File: config.mk
export PLATFORM = sky130hd
export DESIGN_NAME = mqtt_receive_parser_keepalive
export DESIGN_NICKNAME = d
export VERILOG_FILES = /design/src/rtl/mqtt_rpk_pkg.sv /design/src/rtl/mqtt_rpk_front.sv /design/src/rtl/mqtt_rpk_queue.sv /design/src/rtl/mqtt_rpk_back.sv /design/src/rtl/mqtt_receive_parser_keepalive.sv
export SDC_FILE = /design/constraint.sdc
export NUM_CORES = 1
export LEC_CHECK = 0
export BUFFER_PORTS_ARGS = -buffer_cell sky130_fd_sc_hd__buf_2
export CAP_MARGIN = 20
export CORE_UTILIZATION = 45
export DETAILED_ROUTE_END_ITERATION = 8
export PLACE_DENSITY = 0.58
export SYNTH_ARGS = -nofsm -noshare
export SYNTH_HDL_FRONTEND = slang
export SYNTH_SLANG_ARGS = --single-unit
export TNS_END_PERCENT = 100
File: constraint.sdc
create_clock -name i_clk -period 11.2 [get_ports i_clk]
set_clock_uncertainty 0.2 [all_clocks]
set_input_delay 1.68 -clock i_clk [delete_from_list [all_inputs] [get_ports i_clk]]
set_output_delay 1.68 -clock i_clk [all_outputs]
set_load 0.02 [all_outputs]
File: src/rtl/mqtt_rpk_pkg.sv
package mqtt_rpk_pkg;

    typedef struct packed {
        logic [1:0] kind;
        logic [7:0] rx_byte;
    } t_in_req;

    typedef struct packed {
        logic [1:0]  out_kind;
        logic [7:0]  data_byte;
        logic [2:0]  byte_role;
        logic [3:0]  packet_kind;
        logic [27:0] remaining_length;
        logic [15:0] topic_length;
        logic [15:0] message_id;
        logic        packet_end;
        logic        packet_dropped;
        logic        last_of_run;
    } t_out_req;

    localparam logic [1:0] K_BYTE = 2'd0;
    localparam logic [1:0] K_TICK = 2'd1;
    localparam logic [1:0] K_SEND = 2'd2;
    localparam logic [1:0] K_START = 2'd3;

    localparam logic [1:0] OK_ANN = 2'd0;
    localparam logic [1:0] OK_TX = 2'd1;
    localparam logic [1:0] OK_DISC = 2'd2;

    localparam logic [2:0] R_HDR = 3'd0;
    localparam logic [2:0] R_LEN = 3'd1;
    localparam logic [2:0] R_TLEN = 3'd2;
    localparam logic [2:0] R_TOPIC = 3'd3;
    localparam logic [2:0] R_MID = 3'd4;
    localparam logic [2:0] R_PAY = 3'd5;

    localparam logic [1:0] CFG_KEEPALIVE = 2'd0;
    localparam logic [1:0] CFG_MAXPKT = 2'd1;
    localparam logic [1:0] CFG_STREAM = 2'd2;

    localparam logic [3:0] T_PUBLISH = 4'h3;
    localparam logic [3:0] T_PINGREQ = 4'hC;
    localparam logic [3:0] T_PINGRESP = 4'hD;

    localparam logic [26:0] IDLE_MAX = 27'h7FFFFFF;

    // Jobs queued by the front part: an optional annotation plus an optional
    // canned reply that the back part expands into transmit bytes or a disconnect.
    typedef enum logic [2:0] {
        RSP_NONE,
        RSP_PUBACK,
        RSP_PINGRESP,
        RSP_PINGREQ,
        RSP_DISC
    } t_rsp;

    typedef struct packed {
        logic        has_ann;
        t_out_req    ann;
        t_rsp        rsp;
        logic [15:0] mid;
    } t_job;

endpackage

File: src/rtl/mqtt_rpk_front.sv
module mqtt_rpk_front
    import mqtt_rpk_pkg::*;
(
    input  logic        i_clk,
    input  logic        i_rst_n,
    input  logic        i_valid,
    input  t_in_req     i_req,
    output logic        o_stall,
    input  logic [15:0] i_keepalive,
    input  logic [15:0] i_maxpkt,
    input  logic        i_stream,
    output logic        o_job_valid,
    output t_job        o_job,
    input  logic        i_job_full
);

    logic [1:0]  r_phase;
    logic [7:0]  r_type;
    logic [27:0] r_len;
    logic [2:0]  r_dig;
    logic [27:0] r_body;
    logic [15:0] r_tlen;
    logic [15:0] r_mid;
    logic        r_ping;
    logic [26:0] r_in;
    logic [26:0] r_out;

    logic [1:0]  n_phase;
    logic [7:0]  n_type;
    logic [27:0] n_len;
    logic [2:0]  n_dig;
    logic [27:0] n_body;
    logic [15:0] n_tlen;
    logic [15:0] n_mid;
    logic        n_ping;
    logic [26:0] n_in;
    logic [26:0] n_out;

    logic        acc;
    logic [7:0]  b;
    logic [2:0]  role;
    logic        fin;
    logic        drop;
    logic [28:0] total;
    logic [27:0] t_idx;
    logic [27:0] t_rel;
    logic [26:0] in_inc;
    logic [26:0] out_inc;
    logic [26:0] thr;

    assign o_stall = i_job_full;
    assign acc = i_valid && !i_job_full;
    assign b = i_req.rx_byte;
    assign thr = 27'(i_keepalive) * 27'd1000;

    always_comb begin
        n_phase = r_phase;
        n_type = r_type;
        n_len = r_len;
        n_dig = r_dig;
        n_body = r_body;
        n_tlen = r_tlen;
        n_mid = r_mid;
        n_ping = r_ping;
        n_in = r_in;
        n_out = r_out;
        role = R_HDR;
        fin = 1'b0;
        drop = 1'b0;
        total = '0;
        t_idx = r_body - 28'd2;
        t_rel = t_idx - 28'(r_tlen);
        in_inc = (r_in < IDLE_MAX) ? r_in + 27'd1 : r_in;
        out_inc = (r_out < IDLE_MAX) ? r_out + 27'd1 : r_out;
        o_job = '0;
        o_job_valid = 1'b0;
        case (i_req.kind)
            K_BYTE: begin
                o_job_valid = 1'b1;
                o_job.has_ann = 1'b1;
                if (r_phase == 2'd0) begin
                    n_type = b;
                    n_len = '0;
                    n_dig = '0;
                    n_body = '0;
                    n_tlen = '0;
                    n_mid = '0;
                    n_phase = 2'd1;
                    role = R_HDR;
                end else if (r_phase == 2'd1) begin
                    role = R_LEN;
                    case (r_dig[1:0])
                        2'd0: n_len = r_len + 28'(b[6:0]);
                        2'd1: n_len = r_len + (28'(b[6:0]) << 7);
                        2'd2: n_len = r_len + (28'(b[6:0]) << 14);
                        default: n_len = r_len + (28'(b[6:0]) << 21);
                    endcase
                    n_dig = r_dig + 3'd1;
                    if (!(b[7] && n_dig < 3'd4)) begin
                        if (n_len == '0) begin
                            fin = 1'b1;
                        end else begin
                            n_phase = 2'd2;
                        end
                    end
                end else begin
                    role = R_PAY;
                    if (r_type[7:4] == T_PUBLISH) begin
                        if (r_body == 28'd0) begin
                            role = R_TLEN;
                            n_tlen = {b, 8'h00};
                        end else if (r_body == 28'd1) begin
                            role = R_TLEN;
                            n_tlen = r_tlen | 16'(b);
                        end else if (t_idx < 28'(r_tlen)) begin
                            role = R_TOPIC;
                        end else if (r_type[2:1] != 2'd0 && t_rel < 28'd2) begin
                            role = R_MID;
                            if (t_rel == 28'd0) begin
                                n_mid = {b, 8'h00};
                            end else begin
                                n_mid = r_mid | 16'(b);
                            end
                        end
                    end
                    n_body = r_body + 28'd1;
                    if (n_body >= r_len) begin
                        fin = 1'b1;
                    end
                end
                if (fin) begin
                    total = 29'd1 + 29'(n_dig) + 29'(n_len);
                    drop = !i_stream && total > 29'(i_maxpkt);
                    n_phase = 2'd0;
                    if (!drop) begin
                        n_in = '0;
                        if (n_type[7:4] == T_PUBLISH && n_type[2:1] == 2'd1) begin
                            o_job.rsp = RSP_PUBACK;
                            n_out = '0;
                        end else if (n_type[7:4] == T_PINGREQ) begin
                            o_job.rsp = RSP_PINGRESP;
                        end else if (n_type[7:4] == T_PINGRESP) begin
                            n_ping = 1'b0;
                        end
                    end
                end
                o_job.mid = n_mid;
                o_job.ann.out_kind = OK_ANN;
                o_job.ann.data_byte = b;
                o_job.ann.byte_role = role;
                o_job.ann.packet_kind = n_type[7:4];
                o_job.ann.remaining_length = n_len;
                o_job.ann.topic_length = n_tlen;
                o_job.ann.message_id = n_mid;
                o_job.ann.packet_end = fin;
                o_job.ann.packet_dropped = drop;
            end
            K_TICK: begin
                n_in = in_inc;
                n_out = out_inc;
                if (in_inc > thr || out_inc > thr) begin
                    o_job_valid = 1'b1;
                    o_job.rsp = r_ping ? RSP_DISC : RSP_PINGREQ;
                    n_ping = 1'b1;
                    n_in = '0;
                    n_out = '0;
                end
            end
            K_SEND: begin
                n_out = '0;
            end
            default: begin
                n_phase = 2'd0;
                n_in = '0;
                n_out = '0;
                n_ping = 1'b0;
            end
        endcase
        if (!acc) begin
            o_job_valid = 1'b0;
        end
    end

    always_ff @(posedge i_clk) begin
        if (!i_rst_n) begin
            r_phase <= 2'd0;
            r_type <= '0;
            r_len <= '0;
            r_dig <= '0;
            r_body <= '0;
            r_tlen <= '0;
            r_mid <= '0;
            r_ping <= 1'b0;
            r_in <= '0;
            r_out <= '0;
        end else if (acc) begin
            r_phase <= n_phase;
            r_type <= n_type;
            r_len <= n_len;
            r_dig <= n_dig;
            r_body <= n_body;
            r_tlen <= n_tlen;
            r_mid <= n_mid;
            r_ping <= n_ping;
            r_in <= n_in;
            r_out <= n_out;
        end
    end

    assert property (@(posedge i_clk) disable iff (!i_rst_n)
        r_phase != 2'd3) else $error("parser phase out of range");
    assert property (@(posedge i_clk) disable iff (!i_rst_n)
        r_phase == 2'd1 |-> r_dig <= 3'd3) else $error("too many length digits");
    assert property (@(posedge i_clk) disable iff (!i_rst_n)
        o_job_valid |-> acc) else $error("job without accepted request");

endmodule

File: src/rtl/mqtt_rpk_queue.sv
module mqtt_rpk_queue
    import mqtt_rpk_pkg::*;
#(
    parameter int DEPTH = 4
) (
    input  logic i_clk,
    input  logic i_rst_n,
    input  logic i_wr,
    input  t_job i_data,
    output logic o_full,
    output logic o_empty,
    input  logic i_rd,
    output t_job o_data
);

    localparam int AW = (DEPTH > 1) ? $clog2(DEPTH) : 1;

    t_job            r_mem [DEPTH];
    logic [AW-1:0]   r_wp;
    logic [AW-1:0]   r_rp;
    logic [AW:0]     r_cnt;

    assign o_full = r_cnt == (AW+1)'(DEPTH);
    assign o_empty = r_cnt == '0;
    assign o_data = r_mem[r_rp];

    always_ff @(posedge i_clk) begin
        if (i_wr && !o_full) begin
            r_mem[r_wp] <= i_data;
        end
    end

    always_ff @(posedge i_clk) begin
        if (!i_rst_n) begin
            r_wp <= '0;
            r_rp <= '0;
            r_cnt <= '0;
        end else begin
            if (i_wr && !o_full) begin
                r_wp <= (r_wp == AW'(DEPTH - 1)) ? '0 : r_wp + 1'b1;
            end
            if (i_rd && !o_empty) begin
                r_rp <= (r_rp == AW'(DEPTH - 1)) ? '0 : r_rp + 1'b1;
            end
            r_cnt <= r_cnt + (AW+1)'(i_wr && !o_full) - (AW+1)'(i_rd && !o_empty);
        end
    end

    assert property (@(posedge i_clk) disable iff (!i_rst_n)
        r_cnt <= (AW+1)'(DEPTH)) else $error("queue count overflow");

endmodule

File: src/rtl/mqtt_rpk_back.sv
module mqtt_rpk_back
    import mqtt_rpk_pkg::*;
(
    input  logic     i_clk,
    input  logic     i_rst_n,
    input  logic     i_empty,
    input  t_job     i_job,
    output logic     o_pop,
    output logic     o_valid,
    output t_out_req o_req,
    input  logic     i_stall
);

    logic [2:0] r_step;
    logic       r_valid;
    t_out_req   r_req;
    logic [2:0] nsteps;
    logic [2:0] first;
    logic [2:0] step;
    t_out_req   cur;
    logic       load;
    logic       last;

    assign o_valid = r_valid;
    assign o_req = r_req;

    always_comb begin
        case (i_job.rsp)
            RSP_PUBACK: nsteps = 3'd4;
            RSP_PINGRESP: nsteps = 3'd2;
            RSP_PINGREQ: nsteps = 3'd2;
            RSP_DISC: nsteps = 3'd1;
            default: nsteps = 3'd0;
        endcase
        first = i_job.has_ann ? 3'd0 : 3'd1;
        step = (r_step == 3'd0) ? first : r_step;
        cur = '0;
        cur.out_kind = OK_TX;
        if (step == 3'd0) begin
            cur = i_job.ann;
        end else begin
            case (i_job.rsp)
                RSP_PUBACK: begin
                    case (step)
                        3'd1: cur.data_byte = 8'h40;
                        3'd2: cur.data_byte = 8'h02;
                        3'd3: cur.data_byte = i_job.mid[15:8];
                        default: cur.data_byte = i_job.mid[7:0];
                    endcase
                end
                RSP_PINGRESP: cur.data_byte = (step == 3'd1) ? 8'hD0 : 8'h00;
                RSP_PINGREQ: cur.data_byte = (step == 3'd1) ? 8'hC0 : 8'h00;
                default: cur.out_kind = OK_DISC;
            endcase
        end
        last = step >= nsteps;
        cur.last_of_run = last;
        load = !i_empty && (!r_valid || !i_stall);
        o_pop = load && last;
    end

    always_ff @(posedge i_clk) begin
        if (load) begin
            r_req <= cur;
        end
    end

    always_ff @(posedge i_clk) begin
        if (!i_rst_n) begin
            r_valid <= 1'b0;
            r_step <= 3'd0;
        end else begin
            if (load) begin
                r_valid <= 1'b1;
            end else if (!i_stall) begin
                r_valid <= 1'b0;
            end
            if (load) begin
                r_step <= last ? 3'd0 : step + 3'd1;
            end
        end
    end

    assert property (@(posedge i_clk) disable iff (!i_rst_n)
        r_step <= 3'd4) else $error("response step out of range");

endmodule

File: src/rtl/mqtt_receive_parser_keepalive.sv
// MQTT 3.1 client receiver: takes one request per cycle while the job queue
// is not full (received byte, millisecond tick, local send notice or session
// start), annotates each received byte with its role, answers QoS1 PUBLISH
// with PUBACK and PINGREQ with PINGRESP, and runs the keepalive from the
// ticks. A received byte's annotation passes through the job queue and then
// the output register; the output register sends the results of a reply run
// (up to five results) one after another, while the job queue between
// parser and output keeps taking new requests until it is full (QUEUE_DEPTH).
module mqtt_receive_parser_keepalive
    import mqtt_rpk_pkg::*;
#(
    parameter int QUEUE_DEPTH = 4
) (
    input  logic        i_clk,
    input  logic        i_rst_n,
    input  logic        i_valid,
    input  t_in_req     i_data,
    output logic        o_stall,
    output logic        o_valid,
    output t_out_req    o_data,
    input  logic        i_stall,
    input  logic        i_cfg_valid,
    output logic        o_cfg_ready,
    input  logic [1:0]  i_cfg_index,
    input  logic [15:0] i_cfg_data
);

    logic [15:0] r_keepalive;
    logic [15:0] r_maxpkt;
    logic        r_stream;
    logic        job_valid;
    t_job        job_in;
    t_job        job_out;
    logic        q_full;
    logic        q_empty;
    logic        q_pop;

    assign o_cfg_ready = 1'b1;

    always_ff @(posedge i_clk) begin
        if (!i_rst_n) begin
            r_keepalive <= 16'd15;
            r_maxpkt <= 16'd128;
            r_stream <= 1'b0;
        end else if (i_cfg_valid) begin
            case (i_cfg_index)
                CFG_KEEPALIVE: r_keepalive <= i_cfg_data;
                CFG_MAXPKT: r_maxpkt <= i_cfg_data;
                CFG_STREAM: r_stream <= i_cfg_data[0];
                default: ;
            endcase
        end
    end

    mqtt_rpk_front u_front (
        .i_clk(i_clk), .i_rst_n(i_rst_n),
        .i_valid(i_valid), .i_req(i_data), .o_stall(o_stall),
        .i_keepalive(r_keepalive), .i_maxpkt(r_maxpkt), .i_stream(r_stream),
        .o_job_valid(job_valid), .o_job(job_in), .i_job_full(q_full)
    );

    mqtt_rpk_queue #(.DEPTH(QUEUE_DEPTH)) u_queue (
        .i_clk(i_clk), .i_rst_n(i_rst_n),
        .i_wr(job_valid), .i_data(job_in), .o_full(q_full), .o_empty(q_empty),
        .i_rd(q_pop), .o_data(job_out)
    );

    mqtt_rpk_back u_back (
        .i_clk(i_clk), .i_rst_n(i_rst_n),
        .i_empty(q_empty), .i_job(job_out), .o_pop(q_pop),
        .o_valid(o_valid), .o_req(o_data), .i_stall(i_stall)
    );

endmodule

Word-level counts from Yosys, hierarchy flattened
Memory sizes are Yosys's and may differ from the RTL's. A register that Yosys moved wholly into a read port is not among the register bits.
Index checks and enable logic that the tools add are counted.
W data, S select, Z words.
- bitwise operators: 4
- reduce and logical (&&, ||, !) cells: 39
- order comparisons: 10
- equal/unequal tests: 35
- $mul: 1
- add/subtract/negate cells: 17
- mux-type cells: 95
- operators by type and width (operator ; number):
    $mux W27 ; 9
    $mux W16 ; 14
    $mux W28 ; 8
    $logic_not A28 Y1 ; 3
    $pmux W28 S3 ; 1
    $pmux W27 S3 ; 1
    $mux W80 ; 1
    $add A27 B1 Y27 const B ; 2
    $gt A27 B26 Y1 ; 2
    $lt A27 B27 Y1 const B ; 2
    $pmux W27 S2 ; 1
    $mux W3 ; 16
    $pmux W8 S3 ; 2
    $mux W8 ; 4
    $or A16 B8 Y16 ; 2
    $add A29 B28 Y29 ; 1
    $gt A29 B16 Y1 ; 1
    $add A28 B1 Y28 const B ; 1
    $add A28 B14 Y28 ; 1
    $add A28 B21 Y28 ; 1
    $add A28 B28 Y28 ; 1
    $add A28 B7 Y28 ; 1
    $eq A28 B1 Y1 const B ; 1
    $ge A28 B28 Y1 ; 1
    45 further kinds ; 124
- memory bits (writable): 396
- memories kept: 1
- bits in registers: 278
- bits of input ports: 33
- output and inout port bits: 83
- logic and storage cells: 230
- memory list (memory ; words ; bits a word ; read ports ; clocked after Yosys merged registers in ; wr ports ; RTL line ; RTL):
    u_queue.r_mem ; 4 ; 99 ; 1 ; 1 ; 1 ; mqtt_rpk_queue.sv:18 ; t_job r_mem [DEPTH];

Longest topological paths before layout
- depth after elaboration: 14
- depth in mapped cells: 34
- depth with buffers taken out: 34

Modules after synthesis
A second synthesis with hierarchy kept.
- cell total of the unflattened synthesis: 3574
- area total of the unflattened synthesis: 39778.2 µm²
- by module, submodules not included (module ; area each (µm²) ; cells each ; times used ; seq. area each (µm²)):
    mqtt_rpk_front ; 19921.6 ; 2617 ; 1 ; 3083.0
    mqtt_rpk_queue ; 15014.4 ; 575 ; 1 ; 12191.7
    mqtt_rpk_back ; 3503.4 ; 246 ; 1 ; 2482.4
    mqtt_receive_parser_keepalive ; 1338.8 ; 136 ; 1 ; 660.6

Worst setup path before layout
OpenSTA, ideal clock, no wires.
- path type: register to register
- from: reg r_keepalive[0]
- to: mem u_queue.r_mem[0][16] (netlist bit), enable pin
- buffers on the path: 0
- clock period less this slack: 8.979 ns
- data required time: 10.552 ns
- stages on the path, launching flop included: 31
- arrival: 8.330 ns
- slack: 2.221 ns
- library setup time: 0.448 ns
- cell sequence: dfxtp_1 fa_1 fa_1 inv_1 fa_1 fa_1 inv_1 ha_1 inv_1 o21bai_1 a21oi_1 o21bai_1 a21oi_1 o21bai_1 a22o_1 o21ai_0 nand2b_1 xnor2_1 ha_1 nand3_1 nor4_1 o21ai_0 a31oi_1 a31oi_1 a221oi_1 nor4_1 nor2_1 a211oi_2 nand2b_1 a21oi_1 and2_1
- word-level cells in the longest chain between the ends: 9
- elaborated cells on any way between the ends: 10
- classes of those cells: mul (1); order compare (2); mux (5); reduce/logical (2)
- RTL lines (what ; RTL line ; RTL):
    start, declared ; mqtt_receive_parser_keepalive.sv:28 ; logic [15:0] r_keepalive;
    start signal, assigned ; mqtt_receive_parser_keepalive.sv:47 ; CFG_KEEPALIVE: r_keepalive <= i_cfg_data;
    $mul A16 B7 Y23 * ; mqtt_rpk_front.sv:54 ; assign thr = 27'(i_keepalive) * 27'd1000;
    $gt A27 B26 Y1 ; mqtt_rpk_front.sv:161 ; if (in_inc > thr || out_inc > thr) begin
    $logic_or A1 B1 Y1 * ; mqtt_rpk_front.sv:161 ;
    $mux W1 * ; mqtt_rpk_front.sv:161 ;
    $pmux W1 S2 * ; mqtt_rpk_front.sv:77 ; case (i_req.kind)
    $mux W1 * ; mqtt_rpk_front.sv:179 ; if (!acc) begin
    $logic_and A1 B1 Y1 * ; mqtt_rpk_queue.sv:28 ; if (i_wr && !o_full) begin
    $mux W1 * ; mqtt_rpk_queue.sv:28 ;
    $mux W1 (implied by the code) * ; mqtt_rpk_queue.sv:29 ; r_mem[r_wp] <= i_data;
    end, declared ; mqtt_rpk_queue.sv:18 ;
Mark *: on every way between the ends. The rest lies on a longest branch, timed or not.

Final worst setup path
- from: reg r_keepalive[0]
- to: mem u_queue.r_mem[1][84] (netlist bit), enable pin
The elaborated chain is that of the path after synthesis.

==> flow_summary.yaml <==
route:
  drt-vias-per-instance: 6.01
  drcViolationCount: 0
  first_pass_iteration_count_of_the_detailed_router: 6
  detailed_route_wire_length_per_cell_um: 23.0
  first_iter_violations: 2404
  postRouteWirelength_mm: 106
  antenna_left: 0
  route.vias.total: 27500
worst_setup_path:
  worstSetupStartpointType: "register"
  path_common_cell: "sky130_fd_sc_hd__fa_1"
  end_kind: "register"
  cp.arrival_ps: 9670
  worstSetupPathType: "register to register"
  critPathRequiredTime_ps: 11230
  worst_path_largest_cell_delay_ps: 680
  cpMaxStageDelayCell: "sky130_fd_sc_hd__and2_4"
  critical_path_peak_fanout: 42
cts:
  clock-sinks: 604
  clockRootBuffer: "sky130_fd_sc_hd__clkbuf_16"
  max-clock-path-buffers: 3
  cts-resized-gates: 0
  cts_max_level: 3
  reg_clk_slew_reported_paths_ps: 60
  postCtsSetupRepairBufs: 0
  clk_latency_ps: 620
  cts_buffers: 68
  cts.hold.buffers_added: 0
  cts_tree: "yes"
run_status:
  outcome: "completed"
placed_design:
  io_buffers: 114
  gp_congestion: 0.992
  postPlaceCellArea_sq_um: 37600
  hpwl_mm: 76.6
  post-place-cells: 4460
timing:
  final_hold_viol_count: 0
  rsz_0062_raised_after_global_routing: "no"
  finalSetupTns_ps: 0
  final.period_utilization_pct: 86.0
  timing.final.crit_period_ps: 9640
  max_clock_freq_ghz: 0.104
  worst_slew_pin_slew_ps: 1100
  timing.final.setup_violations: 0
  max_slew_margin_pct: 26.7
  timing_max_transition_violations_final: 0
  final.hold.worst_slack_ps: 262
floorplan:
  fp-row-count: 103
  initial_utilization_pct: 45.5
  die_width_um: 285
  die_y_um: 285
  fp.coreArea_sq_um: 79100
  io_pins: 116
  fp.dieArea_sq_um: 81200
cells_and_area:
  stdcell_area_sq_um: 39800
  num-fill-cells: 7061
  area_occupied_by_multi_input_gates_sq_um: 18300
  antenna-diode-count: 0
  area_growth_pct: 10.5
  fin_cells: 4585
  register_area_sq_um: 16100
  drive_above_1_share_pct: 11.2
  num-nets-final: 3787
yosys:
  synth.largest_area_cell: "sky130_fd_sc_hd__edfxtp_1"
  yosys_register_bits: 604
  synth_area_leaders: "sky130_fd_sc_hd__edfxtp_1, sky130_fd_sc_hd__dfxtp_1, sky130_fd_sc_hd__ha_1"
  synth_edf_count: 404
  yosys_warnings: 0
  asyncSetResetFlopFracSynth_pct: 0
  synth.avg_cell_area_sq_um: 10.5
  proportion_of_synthesized_chip_area_in_sequential_cells_pct: 44.8
  synth_area_sq_um: 36000
  synth_top_area_share_pct: 33.7
  synth.most_common_cell: "sky130_fd_sc_hd__edfxtp_1"
  yosys_most_used_dff: "sky130_fd_sc_hd__edfxtp_1"
  post_synth_num_cell_types: 99
  synth.net_count: 3736
  synth.top_cells.by_count: "sky130_fd_sc_hd__edfxtp_1, sky130_fd_sc_hd__nor2_1, sky130_fd_sc_hd__nand2_1"
  synth_instances: 3429
power_and_ir_drop:
  leakage_nw: 14.5
  power.density_cell_area_nw_per_um2: 171
  irDropWorstVdd_mv: 0.124
  power.total_mw: 6.79
global_routing:
  grt_pass1_wl_mm: 161
  grt_pass1_vias: 27000
  grt_start_max_net_pins: 82
  antenna_found_initial: 1
  grt.overflow.total: 0
  grtUsageTotal_pct: 25.8
hold_path:
  worstHoldPathType: "register to register"
job:
  timing.max_cap.violations: 0
critical path, delay by kind of cell, from the launching register on:
family	cells	cell delay (ps)
adders and majority gates	6	2680
AOI/OAI and AO/OA	13	2650
and+or+nand+nor	7	1910
buffers and inverters	5	1030
DFF	1	530
xor gates and xnor gates	1	150
routing by layer:
| metal | wire length [um] | track usage [%] | vias to the layer above |
|---|---|---|---|
| li1 | - | - | 12800 |
| met1 | 45100 | 34.0 | 13600 |
| met2 | 49900 | 42.5 | 924 |
| met3 | 5730 | 3.28 | 191 |
| met4 | 4840 | 11.6 | 2 |
| met5 | 13 | 0 | - |
flip-flops by register name, summed over array words and instances (netlist names), 6 cells and up, named ones only:
name / count
r_keepalive: 16
r_maxpkt: 16
u_back.o_req: 80
u_front.r_body: 28
u_front.r_in: 27
u_front.r_len: 28
u_front.r_mid: 16
u_front.r_out: 27
u_front.r_tlen: 16
u_front.r_type: 6
u_queue.r_mem: 324
kinds of logic after synthesis:
| family | share of synthesized area, % |
|---|---|
| multiplexers | 6.55 |
| AO/OA/AOI/OAI | 14.0 |
| AND/OR/NAND/NOR | 15.9 |
| buffers and inverters | 4.41 |
| flip-flops | 44.8 |
| XOR/XNOR | 3.59 |
| other | 0.0104 |
| adder cells (fa/ha/maj) | 10.8 |
stage by stage:
| step | setup WS [ps] | util (%) |
|---|---|---|
| after floorplan | 2220 | - |
| after global placement | 1800 | 47.5 |
| after detailed placement | 1610 | 47.5 |
| after CTS | 1540 | 50.3 |
| after global routing | 923 | 50.3 |
| final | 1560 | 50.3 |
cell type report:
class / instances / share of cell area, %
multi-input combinational: 2416 / 46.1
sequential: 604 / 40.5
clock buffer: 88 / 4.54
tap: 1050 / 3.30
timing repair buffer: 160 / 2.29
inverter: 230 / 2.18
clock inverter: 37 / 1.07
report_power, final:
part	leakage (nW)	switching (mW)	internal (mW)	total [mW]
clock network	1.07	0.933	1.30	2.23
logic	8.01	1.14	0.667	1.81
registers	5.38	0.113	2.64	2.76
total	14.5	2.18	4.61	6.79
path summary, 6_finish.rpt:
check                                                 endpoint  depth (start not counted)  slack (ps)                         from
worst max-delay path            u_queue.r_mem[1][84]$_DFFE_PP_                         32        1560  r_keepalive[0]$_SDFFE_PN1P_
worst min register to register        r_maxpkt[3]$_SDFFE_PN0P_                          2         260     r_maxpkt[3]$_SDFFE_PN0P_
worst min-delay path                  r_maxpkt[3]$_SDFFE_PN0P_                          2         260     r_maxpkt[3]$_SDFFE_PN0P_
worst max register to register  u_queue.r_mem[1][84]$_DFFE_PP_                         32        1560  r_keepalive[0]$_SDFFE_PN1P_
cells in the final DEF (no fill, tap or decap), types with 61 or more instances in the layout:
cell type	instances
sky130_fd_sc_hd__clkbuf_16	69
sky130_fd_sc_hd__buf_2	115
sky130_fd_sc_hd__dfxtp_1	198
sky130_fd_sc_hd__nor3_1	81
sky130_fd_sc_hd__a21oi_1	174
sky130_fd_sc_hd__edfxtp_1	404
sky130_fd_sc_hd__nor2_1	293
sky130_fd_sc_hd__xnor2_1	96
sky130_fd_sc_hd__mux4_2	81
sky130_fd_sc_hd__ha_1	213
sky130_fd_sc_hd__nand2_1	230
sky130_fd_sc_hd__nand3_1	114
sky130_fd_sc_hd__and2_1	118
sky130_fd_sc_hd__inv_1	227
sky130_fd_sc_hd__o21ai_0	99
sky130_fd_sc_hd__fa_1	61
No activity file was read; power rests on OpenSTA's default activity.
